`config.mk`:
```
export PLATFORM = sky130hd
export DESIGN_NAME = bfp_queue
export DESIGN_NICKNAME = d
export VERILOG_FILES = /design/src/sv/bfp_pkg.sv /design/src/sv/bfp_queue.sv
export SDC_FILE = /design/constraint.sdc
export NUM_CORES = 1
export LEC_CHECK = 0
export ABC_CLOCK_PERIOD_IN_PS = 10850
export BUFFER_PORTS_ARGS = -buffer_cell sky130_fd_sc_hd__buf_2
export CAP_MARGIN = 20
export CORE_MARGIN = 5
export CORE_UTILIZATION = 54
export CTS_BUF_LIST = sky130_fd_sc_hd__clkbuf_8
export DETAILED_ROUTE_END_ITERATION = 7
export PLACE_DENSITY = 0.87
export SLEW_MARGIN = 25
export SYNTH_ARGS = -nofsm -noshare
export SYNTH_HDL_FRONTEND = slang
export SYNTH_SLANG_ARGS = --single-unit
export TNS_END_PERCENT = 10
```
`constraint.sdc`:
```
create_clock -name clk -period 10.85 [get_ports clk]
set_input_delay 3.255 -clock clk [delete_from_list [all_inputs] [get_ports clk]]
set_output_delay 3.255 -clock clk [all_outputs]
set_load 0.03 [all_outputs]
```
`src/sv/bfp_pkg.sv`:
```
package bfp_pkg;

  localparam int DEF_MAX_WIDTH  = 2048;
  localparam int DEF_MAX_HEIGHT = 2048;

  localparam logic [3:0] CORNER_WEIGHT = 4'd4;
  localparam logic [3:0] EDGE_WEIGHT   = 4'd2;
  localparam logic [3:0] CENTER_WEIGHT = 4'd1;

  localparam int SUM_W   = 16;
  localparam int COORD_W = 11;
  localparam int CFG_W   = 12;
  localparam int QDEPTH  = 2;
  localparam int QPTR_W  = $clog2(QDEPTH);
  localparam int QCNT_W  = $clog2(QDEPTH + 1);

  typedef enum logic [2:0] {
    REG_IMAGE_WIDTH,
    REG_IMAGE_HEIGHT,
    REG_BLUR_DIVISOR,
    REG_RED_FADE,
    REG_GREEN_FADE,
    REG_BLUE_FADE
  } reg_index_t;

  localparam logic [11:0] RST_IMAGE_WIDTH  = 12'd1920;
  localparam logic [11:0] RST_IMAGE_HEIGHT = 12'd1080;
  localparam logic [7:0]  RST_BLUR_DIVISOR = 8'd25;
  localparam logic [7:0]  RST_RED_FADE     = 8'h1;
  localparam logic [7:0]  RST_GREEN_FADE   = 8'h3;
  localparam logic [7:0]  RST_BLUE_FADE    = 8'h1;

  typedef struct packed {
    logic [7:0] in_blue;
    logic [7:0] in_green;
    logic [7:0] in_red;
  } pixel_in_t;

  typedef struct packed {
    logic [10:0] out_column;
    logic [10:0] out_row;
    logic [7:0]  out_blue;
    logic [7:0]  out_green;
    logic [7:0]  out_red;
    logic        frame_end;
    logic        run_last;
  } result_t;

  typedef struct packed {
    logic [11:0] image_width;
    logic [11:0] image_height;
    logic [7:0]  blur_divisor;
    logic [7:0]  red_fade;
    logic [7:0]  green_fade;
    logic [7:0]  blue_fade;
  } cfg_t;

  typedef logic [23:0] pix_t;
  typedef logic [8:0][23:0] win_t;

  typedef struct packed {
    win_t               win;
    logic [COORD_W-1:0] col;
    logic [COORD_W-1:0] row;
    logic               col_one;
    logic               row_one;
    logic [3:0]         mask;
  } job_t;

  typedef enum logic {
    F_IDLE,
    F_WRITE
  } front_state_t;

  typedef enum logic [1:0] {
    B_IDLE,
    B_SUM,
    B_DIV,
    B_OUT
  } back_state_t;

  function automatic logic [3:0] tap_weight(input int i, input int j);
    if (i != 1 && j != 1) return CORNER_WEIGHT;
    if (i != 1 || j != 1) return EDGE_WEIGHT;
    return CENTER_WEIGHT;
  endfunction

endpackage

```
`src/sv/bfp_queue.sv`:
```
module bfp_queue import bfp_pkg::*; (
  input  logic clk,
  input  logic rst,
  input  logic push,
  input  job_t data,
  output logic full,
  input  logic pop,
  output job_t head,
  output logic empty
);

  job_t              store [QDEPTH];
  logic [QPTR_W-1:0] wr_ptr, rd_ptr;
  logic [QCNT_W-1:0] count;
  logic              do_push, do_pop;

  assign full    = (count == QCNT_W'(QDEPTH));
  assign empty   = (count == '0);
  assign head    = store[rd_ptr];
  assign do_push = push && !full;
  assign do_pop  = pop && !empty;

  always_ff @(posedge clk) begin
    if (rst) begin
      wr_ptr <= '0;
      rd_ptr <= '0;
      count  <= '0;
    end else begin
      if (do_push) wr_ptr <= (32'(wr_ptr) == QDEPTH - 1) ? '0 : wr_ptr + QPTR_W'(1);
      if (do_pop)  rd_ptr <= (32'(rd_ptr) == QDEPTH - 1) ? '0 : rd_ptr + QPTR_W'(1);
      if (do_push && !do_pop) count <= count + QCNT_W'(1);
      else if (do_pop && !do_push) count <= count - QCNT_W'(1);
    end
  end

  always_ff @(posedge clk) begin
    if (do_push) store[wr_ptr] <= data;
  end

endmodule

```
==> out/metrics.cfg <==
[pwr]
p_comb_share_pct=33.0
internal_power_w=0.00375
leakagePower_nw=8.85
p_switching_w=0.00192
power_frac_clock_pct=23.3
vdd_ir_drop_max_mv=0.355
p_per_area_nw_per_um2=250
p_sw_share_pct=33.9
power.share.sequential_pct=43.7

[floorplan]
die_h_um=195
rows=67
floorplan.initialDensity_pct=54.9
die_w_um=195
ios=494
die_area_um2=38000
core_area_um2=33600

[synthesis]
async_flop_share_pct=0
synth_nets=1033
syn-instance-count=784
yosysSeqAreaShare_pct=79.9
synth_ff_type=edfxtp_1
synth.top_cell.area_share_pct=79.3
synth.most_common_cell=edfxtp_1
ys_warn_count=0
synthTopCellsByCount=edfxtp_1, mux2_4, mux2_2
synth_area_leader_cell=edfxtp_1
netlist-cell-type-count=15
synth_area_per_cell_um2=23.6
ys_ff_latch=493
netlist_area_um2=18500
ys_top_cells_by_area=edfxtp_1, mux2_4, mux2_2
synth_edf_count=488

[place]
dpl.hpwl_um=27600
gp_congestion=0.795
portBuffers=493
dpl_worst_slack_ns=5.01

[flow_run]
maxCapViolCount=0

[clocking]
path_clk_slew_ns=0.06
hold_buffers=0
htree_num_levels=3
cts_setup_buffers=0
cts_tree=built
clock_latency_ns=0.59
cts_root_buffer=clkbuf_8
clk_path_buf_depth=3
cts_buffers=75
cts_sinks=493
cts_resized=0

[critical_path]
critPathCaptureType=output pin
crit_arrival_ns=2.80
crit_fanout=58
worstReg2RegEnd=store[0][83]
slowest_stage=buf_4
rrSetupSlack_ns=7.86
rr_worst_depth=4
crit_type=reg -> out
reg2reg_from=count[0]
cp_top_family=buffers and inverters
start_kind=flip-flop
crit_cells=3
slowest_delay_ns=0.85
worst-path-buf-inv=2
crit_required_ns=7.60
path_cells=buf_4 -> mux2_2 -> buf_2

[global_route]
antenna_found_initial=14
grt_pass1_vias=10200
grt_usage_pct=20.5
grt_max_degree=127
grt_pass1_wl_um=59400
grt.overflow.total=0

[worst_hold_path]
holdCritPathClass=reg -> reg
worstHoldStart=wr_ptr
hold_depth=2
hold_path_end=wr_ptr

[sta]
finalSetupTns_ns=0
min_period_ns=6.06
timing.final.crit_share_pct=55.8
setup_slack_ns=4.79
maxSlewViolCount=0
slew_headroom_pct=30.3
rsz0062_at_grt=false
fmax_ghz=0.165
hold_violations=0
setup-violations-final=0
tightest_slew_ns=1.05
finClkSkew_ns=0.0167

[drt]
firstDrtPassIters=8
drt_iter0_drc=473
drc_errors=0
viasPerCell=5.08
ant_nets=0
drt-total-wl_um=40400
routedWlPerCell_um=21.9
dr_total_vias=9354

[finish]
drive_gt1_share_pct=60.5
multi_input_area_um2=3460
area_delta_synth_final_pct=22.8
n_fill_cell=2125
nets=1585
ff_latch_area_um2=14800

[status]
status=completed

worst max path at each step:
stage | start | slack [ns] | endpoint
floorplan | push | 1.20 | store[1][0]
global placement | flip-flop | 4.95 | head[227]
detailed placement | push | 5.01 | store[0][83]
CTS | flip-flop | 4.73 | head[221]
global route | flip-flop | 4.64 | head[226]
finish | flip-flop | 4.79 | head[226]
logic make-up after synthesis:
group                      synth area share [%]
AOI/OAI and AO/OA                         0.135
and+or+nand+nor                           0.237
xor gates and xnor gates                  0.142
muxes                                      18.1
adders and majority gates                0.0677
buffers and inverters                      1.42
DFF                                        79.9
metrics by stage:
stage	hold WS, ns	cells	utilization [%]	power (W)	instance area (µm²)
2_1_floorplan	0.452	784	-	0.00397	18500
3_3_place_gp	0.472	1705	63.4	0.00435	21300
3_5_place_dp	0.495	1706	63.5	0.00439	21400
4_1_cts	0.519	1834	67.3	0.00573	22600
5_1_grt	0.556	1841	67.5	0.00591	22700
6_report	0.529	1843	67.5	0.00567	22700
power by group through the flow:
stage | Sequential (W) | Combinational [W] | Clock, W
floorplan | 0.00254 | 0.00143 | 0
global placement | 0.00253 | 0.00182 | 0
detailed placement | 0.00252 | 0.00188 | 0
CTS | 0.00248 | 0.00189 | 0.00136
global route | 0.00250 | 0.00195 | 0.00146
finish | 0.00248 | 0.00187 | 0.00132
registers in the layout, indices dropped and copies added, names as in the netlist, named ones only:
register / flops
wr_ptr: 1
count: 2
store: 488
rd_ptr: 1
layout by cell type, fill, tap and decap left out:
cell type,n
buf_4,6
buf_16,2
a21oi_1,2
buf_12,1
ha_1,1
dfxtp_1,4
clkbuf_8,77
inv_6,2
dfxtp_4,1
inv_1,23
mux2_4,160
clkinv_2,8
xor2_1,3
mux2_2,84
o21ai_0,3
nor2_1,5
clkinv_1,16
inv_8,1
edfxtp_1,488
and2_4,1
diode_2,8
buf_2,493
nor2b_1,1
clkinvlp_4,3
or3_1,2
tightest hold or removal path: stages, from the launching register on:
cell     delay [ns]
dfxtp_1        0.34
o21ai_0        0.08
a21oi_1        0.06
routing by layer:
layer / share of wire, % / vias to the layer above / GRT usage, %
met5: 0.26 / - / 0
met3: 9.0 / 84 / 7.36
met4: 2.7 / 14 / 8.04
met2: 53 / 419 / 36.0
met1: 35 / 4584 / 22.7
li1: - / 4253 / -
area by class of cell:
class / instances / area share (%)
flip-flops and latches: 493 / 65.1
multi-input cells: 262 / 15.2
repair buffers: 502 / 11.4
clock buffers: 77 / 4.67
well taps: 448 / 2.47
clock inverters: 51 / 0.982
diodes: 8 / 0.0883
inverters: 2 / 0.0662
Power figures use the tool's default switching activity.
