===== src/sv/bfp_pkg.sv =====
package bfp_pkg;

  localparam int DEF_MAX_WIDTH  = 2048;
  localparam int DEF_MAX_HEIGHT = 2048;

  localparam logic [3:0] CORNER_WEIGHT = 4'd4;
  localparam logic [3:0] EDGE_WEIGHT   = 4'd2;
  localparam logic [3:0] CENTER_WEIGHT = 4'd1;

  localparam int SUM_W   = 16;
  localparam int COORD_W = 11;
  localparam int CFG_W   = 12;
  localparam int QDEPTH  = 2;
  localparam int QPTR_W  = $clog2(QDEPTH);
  localparam int QCNT_W  = $clog2(QDEPTH + 1);

  typedef enum logic [2:0] {
    REG_IMAGE_WIDTH,
    REG_IMAGE_HEIGHT,
    REG_BLUR_DIVISOR,
    REG_RED_FADE,
    REG_GREEN_FADE,
    REG_BLUE_FADE
  } reg_index_t;

  localparam logic [11:0] RST_IMAGE_WIDTH  = 12'd1920;
  localparam logic [11:0] RST_IMAGE_HEIGHT = 12'd1080;
  localparam logic [7:0]  RST_BLUR_DIVISOR = 8'd25;
  localparam logic [7:0]  RST_RED_FADE     = 8'h1;
  localparam logic [7:0]  RST_GREEN_FADE   = 8'h3;
  localparam logic [7:0]  RST_BLUE_FADE    = 8'h1;

  typedef struct packed {
    logic [7:0] in_blue;
    logic [7:0] in_green;
    logic [7:0] in_red;
  } pixel_in_t;

  typedef struct packed {
    logic [10:0] out_column;
    logic [10:0] out_row;
    logic [7:0]  out_blue;
    logic [7:0]  out_green;
    logic [7:0]  out_red;
    logic        frame_end;
    logic        run_last;
  } result_t;

  typedef struct packed {
    logic [11:0] image_width;
    logic [11:0] image_height;
    logic [7:0]  blur_divisor;
    logic [7:0]  red_fade;
    logic [7:0]  green_fade;
    logic [7:0]  blue_fade;
  } cfg_t;

  typedef logic [23:0] pix_t;
  typedef logic [8:0][23:0] win_t;

  typedef struct packed {
    win_t               win;
    logic [COORD_W-1:0] col;
    logic [COORD_W-1:0] row;
    logic               col_one;
    logic               row_one;
    logic [3:0]         mask;
  } job_t;

  typedef enum logic {
    F_IDLE,
    F_WRITE
  } front_state_t;

  typedef enum logic [1:0] {
    B_IDLE,
    B_SUM,
    B_DIV,
    B_OUT
  } back_state_t;

  function automatic logic [3:0] tap_weight(input int i, input int j);
    if (i != 1 && j != 1) return CORNER_WEIGHT;
    if (i != 1 || j != 1) return EDGE_WEIGHT;
    return CENTER_WEIGHT;
  endfunction

endpackage


===== src/sv/bfp_back.sv =====
module bfp_back import bfp_pkg::*; (
  input  logic    clk,
  input  logic    rst,
  input  cfg_t    cfg,
  input  job_t    head,
  input  logic    q_empty,
  output logic    q_pop,
  output result_t result,
  output logic    empty,
  input  logic    pop
);

  back_state_t state, state_next;
  logic [3:0]  rem, rem_next;
  logic [1:0]  k;
  logic [2:0]  step;
  logic        ox0, oy0;
  logic [1:0]  cr, cc;
  logic [1:0]  rsel [3];
  logic [1:0]  csel [3];
  logic [2:0][SUM_W-1:0] sum;
  logic [2:0][7:0] p, lo, fade, val;
  logic [2:0]  sat;
  logic [7:0]  div;
  logic [10:0] ox, oy;
  logic        fe, last;
  logic        out_valid, out_free, load;
  logic [2:0][8:0] t;
  logic [2:0]  ge;
  logic [7:0]  q;

  assign div      = (cfg.blur_divisor == 8'd0) ? 8'd1 : cfg.blur_divisor;
  assign fade[0]  = cfg.blue_fade;
  assign fade[1]  = cfg.green_fade;
  assign fade[2]  = cfg.red_fade;
  assign out_free = !out_valid || pop;
  assign empty    = !out_valid;

  always_comb begin
    if (rem[0]) k = 2'd0;
    else if (rem[1]) k = 2'd1;
    else if (rem[2]) k = 2'd2;
    else k = 2'd3;
    rem_next = rem & ~(4'b1 << k);
    cr  = k[1] ? 2'd2 : 2'd1;
    cc  = k[0] ? 2'd2 : 2'd1;
    ox0 = !k[0] && head.col_one;
    oy0 = !k[1] && head.row_one;
    rsel[0] = oy0 ? cr : cr - 2'd1;
    rsel[1] = cr;
    rsel[2] = 2'd2;
    csel[0] = ox0 ? cc : cc - 2'd1;
    csel[1] = cc;
    csel[2] = 2'd2;
    sum = '0;
    for (int ch = 0; ch < 3; ch++)
      for (int i = 0; i < 3; i++)
        for (int j = 0; j < 3; j++)
          sum[ch] = sum[ch] + SUM_W'(head.win[rsel[i]*3 + csel[j]][ch*8 +: 8])
                    * SUM_W'(tap_weight(i, j));
  end

  always_comb begin
    for (int ch = 0; ch < 3; ch++) begin
      t[ch]  = {p[ch], lo[ch][7]};
      ge[ch] = (t[ch] >= {1'b0, div});
    end
  end

  always_comb begin
    q = 8'd0;
    for (int ch = 0; ch < 3; ch++) begin
      q       = sat[ch] ? 8'd255 : lo[ch];
      val[ch] = (q > fade[ch]) ? q - fade[ch] : 8'd0;
    end
  end

  always_comb begin
    state_next = state;
    unique case (state)
      B_IDLE:  if (!q_empty) state_next = B_SUM;
      B_SUM:   state_next = B_DIV;
      B_DIV:   if (step == 3'd7) state_next = B_OUT;
      B_OUT:   if (out_free) state_next = (rem == 4'b0) ? B_IDLE : B_SUM;
      default: state_next = B_IDLE;
    endcase
  end

  always_comb begin
    load  = 1'b0;
    q_pop = 1'b0;
    unique case (state)
      B_IDLE, B_SUM, B_DIV: load = 1'b0;
      B_OUT: begin
        load  = out_free;
        q_pop = out_free && (rem == 4'b0);
      end
      default: load = 1'b0;
    endcase
  end

  always_ff @(posedge clk) begin
    if (rst) begin
      state     <= B_IDLE;
      out_valid <= 1'b0;
    end else begin
      state <= state_next;
      if (load) out_valid <= 1'b1;
      else if (pop) out_valid <= 1'b0;
    end
  end

  always_ff @(posedge clk) begin
    if (state == B_IDLE && !q_empty) rem <= head.mask;
    if (state == B_SUM) begin
      rem  <= rem_next;
      ox   <= k[0] ? head.col : head.col - 11'd1;
      oy   <= k[1] ? head.row : head.row - 11'd1;
      fe   <= (k == 2'd3);
      last <= (rem_next == 4'b0);
      step <= 3'd0;
      for (int ch = 0; ch < 3; ch++) begin
        p[ch]   <= sum[ch][15:8];
        lo[ch]  <= sum[ch][7:0];
        sat[ch] <= (sum[ch][15:8] >= div);
      end
    end
    // restoring division, one quotient bit per cycle
    if (state == B_DIV) begin
      step <= step + 3'd1;
      for (int ch = 0; ch < 3; ch++) begin
        p[ch]  <= ge[ch] ? 8'(t[ch] - {1'b0, div}) : t[ch][7:0];
        lo[ch] <= {lo[ch][6:0], ge[ch]};
      end
    end
    if (load) begin
      result.out_column <= ox;
      result.out_row    <= oy;
      result.out_blue   <= val[0];
      result.out_green  <= val[1];
      result.out_red    <= val[2];
      result.frame_end  <= fe;
      result.run_last   <= last;
    end
  end

endmodule


===== config.mk =====
export PLATFORM = sky130hd
export DESIGN_NAME = bfp_back
export DESIGN_NICKNAME = d
export VERILOG_FILES = /design/src/sv/bfp_pkg.sv /design/src/sv/bfp_back.sv
export SDC_FILE = /design/constraint.sdc
export NUM_CORES = 1
export LEC_CHECK = 0
export ABC_CLOCK_PERIOD_IN_PS = 17200
export BUFFER_PORTS_ARGS = -buffer_cell sky130_fd_sc_hd__buf_2
export CAP_MARGIN = 20
export CORE_ASPECT_RATIO = 0.75
export CORE_MARGIN = 4
export CORE_UTILIZATION = 40
export CTS_BUF_LIST = sky130_fd_sc_hd__clkbuf_8
export DETAILED_ROUTE_END_ITERATION = 16
export SYNTH_ARGS = -nofsm -noshare
export SYNTH_HDL_FRONTEND = slang
export SYNTH_SLANG_ARGS = --single-unit

===== constraint.sdc =====
create_clock -name clk -period 17.2 [get_ports clk]
set_clock_uncertainty 0.15 [all_clocks]
set_input_delay 2.58 -clock clk [delete_from_list [all_inputs] [get_ports clk]]
set_output_delay 2.58 -clock clk [all_outputs]
set_load 0.02 [all_outputs]

==> impl_metrics.json, run 1 <==
{
  "status": "completed",
  "cp-start-kind": "input port",
  "end_kind": "register",
  "rsz0062_at_grt": "false",
  "dp_hpwl_um": 47350,
  "multi_input_area_um2": 13640,
  "io_buffers": 329,
  "synthArstFlopShare": 0,
  "cpMostUsedCell": "fa_1",
  "cts_setup_buffers": 0,
  "drive_above_1_share": 0.2840,
  "grt_pass1_vias": 15930,
  "slew-limit-headroom": 0.3217,
  "netlist_area_um2": 18940,
  "drtPass1Iterations": 5,
  "min-delay-start": "ox[4]",
  "critPathTopFamily": "adder cells",
  "std_cell_rows": 68,
  "die_area_um2": 50930,
  "startpoint": "head[5]",
  "min_period_ns": 10.48,
  "drt-initial-drc-count": 1149,
  "yosys-top-cells-count": "inv_1, fa_1, nand2_1, mux4_2, nor2_1",
  "worstHoldPathType": "register to register",
  "setup.reg_to_reg.worst_slack_ns": 7.62,
  "antenna_left": 0,
  "cts.sinks": 133,
  "ys_seq_area_frac": 0.2093,
  "cp_slowest_stage_delay_ns": 0.68,
  "syn_inst": 1807,
  "routedWlPerCell_um": 21.97,
  "clkTransAtPathRegs_ns": 0.09,
  "die_h_um": 196.4,
  "initial_core_util": 0.4084,
  "tns_ns": 0,
  "ioPinCount": 354,
  "r2r-start": "rem[1]",
  "ys_types": 63,
  "cts_resized": 0,
  "setup_violations": 0,
  "fmax_mhz": 95.46,
  "grt_max_degree": 55,
  "min_period_over_period": 0.6090,
  "maxCapViolations": 0,
  "cp_slowest_cell": "buf_4",
  "ys_ff_latch": 133,
  "hold_violations": 0,
  "synth_edf_count": 130,
  "wirelength_um": 60670,
  "place.gp.congestion": 0.9136,
  "ff_latch_area_um2": 3964,
  "synth_warnings": 0,
  "clock_latency_ns": 0.47,
  "antenna_found_initial": 23,
  "core_area_um2": 46370,
  "synth_most_common_cell": "inv_1",
  "yosys.area.top_type": "edfxtp_1",
  "cts_buffer_depth": 2,
  "ys_top_cells_by_area": "edfxtp_1, fa_1, mux4_2, ha_1, mux2i_1",
  "vias_per_cell": 5.591,
  "cts-htree-levels": 4,
  "die_x_um": 259.3,
  "grt_pass1_wl_um": 93510,
  "tightestPinTransition_ns": 1.014,
  "path_class": "input port to register",
  "drc_errors": 0,
  "yosysTopAreaCellShare": 0.2061,
  "syn-num-nets": 2395,
  "track_usage": 0.2358,
  "grt_overflow": 0,
  "cts_tree": "built",
  "critical_path_buf_inv_count": 7,
  "drv_slew": 0,
  "syn2layout_area_growth_pct": 14.98,
  "numCtsBuffers": 17,
  "required_ns": 17.27,
  "nNetsFinal": 2695,
  "num_vias": 15440,
  "cp_max_fo": 48,
  "arrival_ns": 10.54,
  "syn_area_per_cell_um2": 10.48,
  "synth_ff_type": "edfxtp_1",
  "hold_buffers": 0,
  "num-fill-cells": 4384,
  "cts_root_buf": "clkbuf_8"
}
[placed cells by master (no fill, tap or decap), types with 29 or more instances in the layout]
master / synthesis / routed
xnor2_1: 43 / 43
o21ai_0: 64 / 64
a21oi_1: 81 / 80
mux4_2: 144 / 144
nand2_1: 165 / 165
buf_4: 6 / 29
fa_1: 165 / 165
inv_1: 279 / 280
mux2i_1: 123 / 123
nor2_1: 136 / 136
ha_1: 119 / 112
buf_2: 13 / 329
edfxtp_1: 130 / 130
[layer usage]
layer / GRT usage / part of all wire / up-vias
li1: - / - / 6992
met3: 0.05421 / 0.086 / 93
met4: 0.05653 / 0.017 / 22
met1: 0.3286 / 0.43 / 7632
met2: 0.3784 / 0.46 / 697
met5: 0 / 0.0024 / -
[per-stage QoR]
step / util / instance area (um^2) / setup WS [ns] / std cells / hold WS, ns
6_report: 0.4696 / 21780 / 6.725 / 2761 / 0.2729
5_1_grt: 0.4695 / 21770 / 6.375 / 2759 / 0.2752
4_1_cts: 0.4689 / 21740 / 6.766 / 2749 / 0.2734
3_5_place_dp: 0.4597 / 21320 / 6.251 / 2717 / 0.2545
3_3_place_gp: 0.4595 / 21310 / 6.309 / 2716 / 0.2502
2_1_floorplan: - / 18940 / 7.345 / 1807 / 0.2503
[sequential cells by signal, indices dropped and copies added (netlist names)]
name	flops
fe	1
last	1
lo	24
out_valid	1
ox	11
oy	11
p	24
rem	4
result	48
sat	3
state	2
step	3
[cell type report]
type,instances,share of cell area
clock inverter,15,0.008848
tap,630,0.03620
sequential,133,0.1820
multi-input combinational,1313,0.6264
timing repair buffer,358,0.08561
clock buffer,17,0.01074
inverter,284,0.04895
antenna,11,0.001264
[cell families (layout without fill, tap and decap cells)]
logic type / after synthesis / after routing / synth area share
compound gates: 266 / 266 / 0.08938
xor+xnor: 64 / 64 / 0.02960
fa+ha+maj: 285 / 285 / 0.2536
buf+inv: 361 / 674 / 0.07399
flops: 133 / 133 / 0.2093
mux: 293 / 293 / 0.2517
other cells: 0 / 11 / 0
simple gates: 405 / 405 / 0.09249
[path summary, 6_finish.rpt]
| path | endpoint | cells past startpoint |
|---|---|---|
| min | result[41] | 0 |
| max reg2reg | sat[1] | 30 |
| min reg2reg | result[41] | 0 |
| max | sat[1] | 28 |
Power of run 1 is not shown: default switching activity piles up to over one toggle a cycle in this logic, so the estimate is an artifact.
==> run 2, diff against run 1 <==
--- a/config.mk
+++ b/config.mk
@@ -5,7 +5,7 @@
 export SDC_FILE = /design/constraint.sdc
 export NUM_CORES = 1
 export LEC_CHECK = 0
-export ABC_CLOCK_PERIOD_IN_PS = 17200
+export ABC_CLOCK_PERIOD_IN_PS = 8850
 export BUFFER_PORTS_ARGS = -buffer_cell sky130_fd_sc_hd__buf_2
 export CAP_MARGIN = 20
 export CORE_ASPECT_RATIO = 0.75
==> constraint.sdc (replaced) <==
create_clock -name clk -period 8.85 [get_ports clk]
set_clock_uncertainty 0.15 [all_clocks]
set_input_delay 1.3275 -clock clk [delete_from_list [all_inputs] [get_ports clk]]
set_output_delay 1.3275 -clock clk [all_outputs]
set_load 0.02 [all_outputs]
==> run 2 against run 1 <==
Compared with the run above: design area is 1.1% higher; critical endpoint unchanged; non-clock buffer count is 27 higher; first-iteration DRC count is 5.0% higher; routed wire length is 0.67% higher; global-route usage is 0.35 points higher; setup slack worse by 6.1 ns; clock-buffer cell count stayed put; critical path type unchanged; via count is 0.38% higher; sequential share of layout area is 0.21 points lower; critical path depth is 2 lower.
==> impl_metrics.json, run 2 (same netlist as run 1, synthesis figures left out) <==
{
  "arrival_ns": 8.27,
  "die_h_um": 196.4,
  "worstHoldPathType": "register to register",
  "slew-limit-headroom": 0.3682,
  "grt_overflow": 0,
  "rsz0062_at_grt": "false",
  "cp-start-kind": "input port",
  "cts-htree-levels": 4,
  "antenna_left": 0,
  "status": "completed",
  "nNetsFinal": 2722,
  "num_vias": 15500,
  "core_area_um2": 46370,
  "path_class": "input port to register",
  "initial_core_util": 0.4084,
  "vias_per_cell": 5.560,
  "clock_latency_ns": 0.46,
  "fin_ws_ns": 0.6424,
  "min_period_over_period": 0.9274,
  "place_ws_ns": 0.2824,
  "wirelength_um": 61070,
  "top_register": "result",
  "routedWlPerCell_um": 21.91,
  "std_cell_rows": 68,
  "num-fill-cells": 4324,
  "drt-initial-drc-count": 1206,
  "cts_setup_buffers": 0,
  "clkTransAtPathRegs_ns": 0.09,
  "drv_slew": 0,
  "largest_reg_flops": 48,
  "min_period_ns": 8.208,
  "hold_violations": 0,
  "drtPass1Iterations": 6,
  "die_x_um": 259.3,
  "tns_ns": 0,
  "fmax_mhz": 121.8,
  "final_cell_mix": "buf_2, inv_1, nand2_1, fa_1, mux4_2",
  "die_area_um2": 50930,
  "io_buffers": 329,
  "grt_pass1_vias": 15990,
  "place.gp.congestion": 0.9217,
  "cts_resized": 0,
  "numCtsBuffers": 17,
  "drive_above_1_share": 0.2934,
  "largest_registers": "result x48, lo x24, p x24",
  "hold_buffers": 0,
  "syn2layout_area_growth_pct": 16.30,
  "antenna_found_initial": 18,
  "dp_hpwl_um": 49470,
  "cts_tree": "built",
  "drc_errors": 0,
  "ioPinCount": 354,
  "setup_violations": 0,
  "cts_buffer_depth": 2,
  "grt_pass1_wl_um": 94430,
  "cts_root_buf": "clkbuf_8",
  "track_usage": 0.2393,
  "required_ns": 8.91,
  "final_common_cell": "buf_2",
  "cp_max_fo": 12,
  "grt_max_degree": 55,
  "end_kind": "register",
  "cts.sinks": 133,
  "tightestPinTransition_ns": 0.9396,
  "maxCapViolations": 0
}
run 2: cell types whose count changed in the layout (fill, tap and decap cells not counted), sizes merged:
cell | previous run | this run
buf | 358 | 385
bufinv | 3 | 1
clkinv | 1 | 3
clkinvlp | 2 | 0
diode | 11 | 10
inv | 293 | 295
run 2: path summary, 6_finish.rpt:
kind / cells after the start / end / slack (ns) / startpoint
hold reg to reg: 0 / result[39] / 0.27 / ox[2]
setup / recovery: 26 / sat[1] / 0.64 / head[4]
setup reg to reg: 27 / sat[1] / 0.68 / rem[0]
hold / removal: 0 / result[39] / 0.27 / ox[2]
run 2: worst max-delay path, stage by stage:
cell,delay (ns)
buf_2,0.15
nor2_4,0.30
inv_2,0.07
ha_2,0.18
ha_2,0.65
mux4_2,0.56
mux2i_1,0.25
fa_1,0.46
inv_1,0.08
fa_1,0.43
fa_1,0.49
inv_1,0.05
fa_1,0.48
inv_1,0.04
ha_1,0.20
fa_1,0.45
a21o_1,0.20
a21oi_1,0.22
xor2_1,0.44
ha_1,0.31
nand2b_1,0.15
a21o_1,0.18
a21o_1,0.17
a21o_1,0.17
a21oi_1,0.15
nor2_1,0.06
run 2: layout make-up:
type / instances / area, um^2 / area share
multi-input cells: 1313 / 13640 / 0.6193
flip-flops and latches: 133 / 3964 / 0.1799
repair buffers: 385 / 2130 / 0.09668
inverters: 284 / 1066 / 0.04840
well taps: 630 / 788.3 / 0.03579
clock buffers: 17 / 234.0 / 0.01062
clock inverters: 15 / 180.2 / 0.008179
diodes: 10 / 25.02 / 0.001136
run 2: per-stage QoR:
| step | area [um^2] | utilization | hold slack, ns | cells |
|---|---|---|---|---|
| global placement | 21570 | 0.4652 | 0.2504 | 2743 |
| floorplan | 18940 | - | 0.2503 | 1807 |
| global route | 22020 | 0.4748 | 0.2794 | 2783 |
| CTS | 21990 | 0.4743 | 0.2740 | 2776 |
| finish | 22030 | 0.4750 | 0.2696 | 2787 |
| detailed placement | 21580 | 0.4654 | 0.2545 | 2744 |
run 2: layer usage:
metal | up-vias | wire [um] | track usage
met4 | 18 | 1086 | 0.04994
li1 | 7049 | - | -
met5 | - | 108 | 0
met1 | 7634 | 25680 | 0.3299
met2 | 719 | 28310 | 0.3864
met3 | 75 | 5891 | 0.06153
Power of run 2 is left out for the same reason.
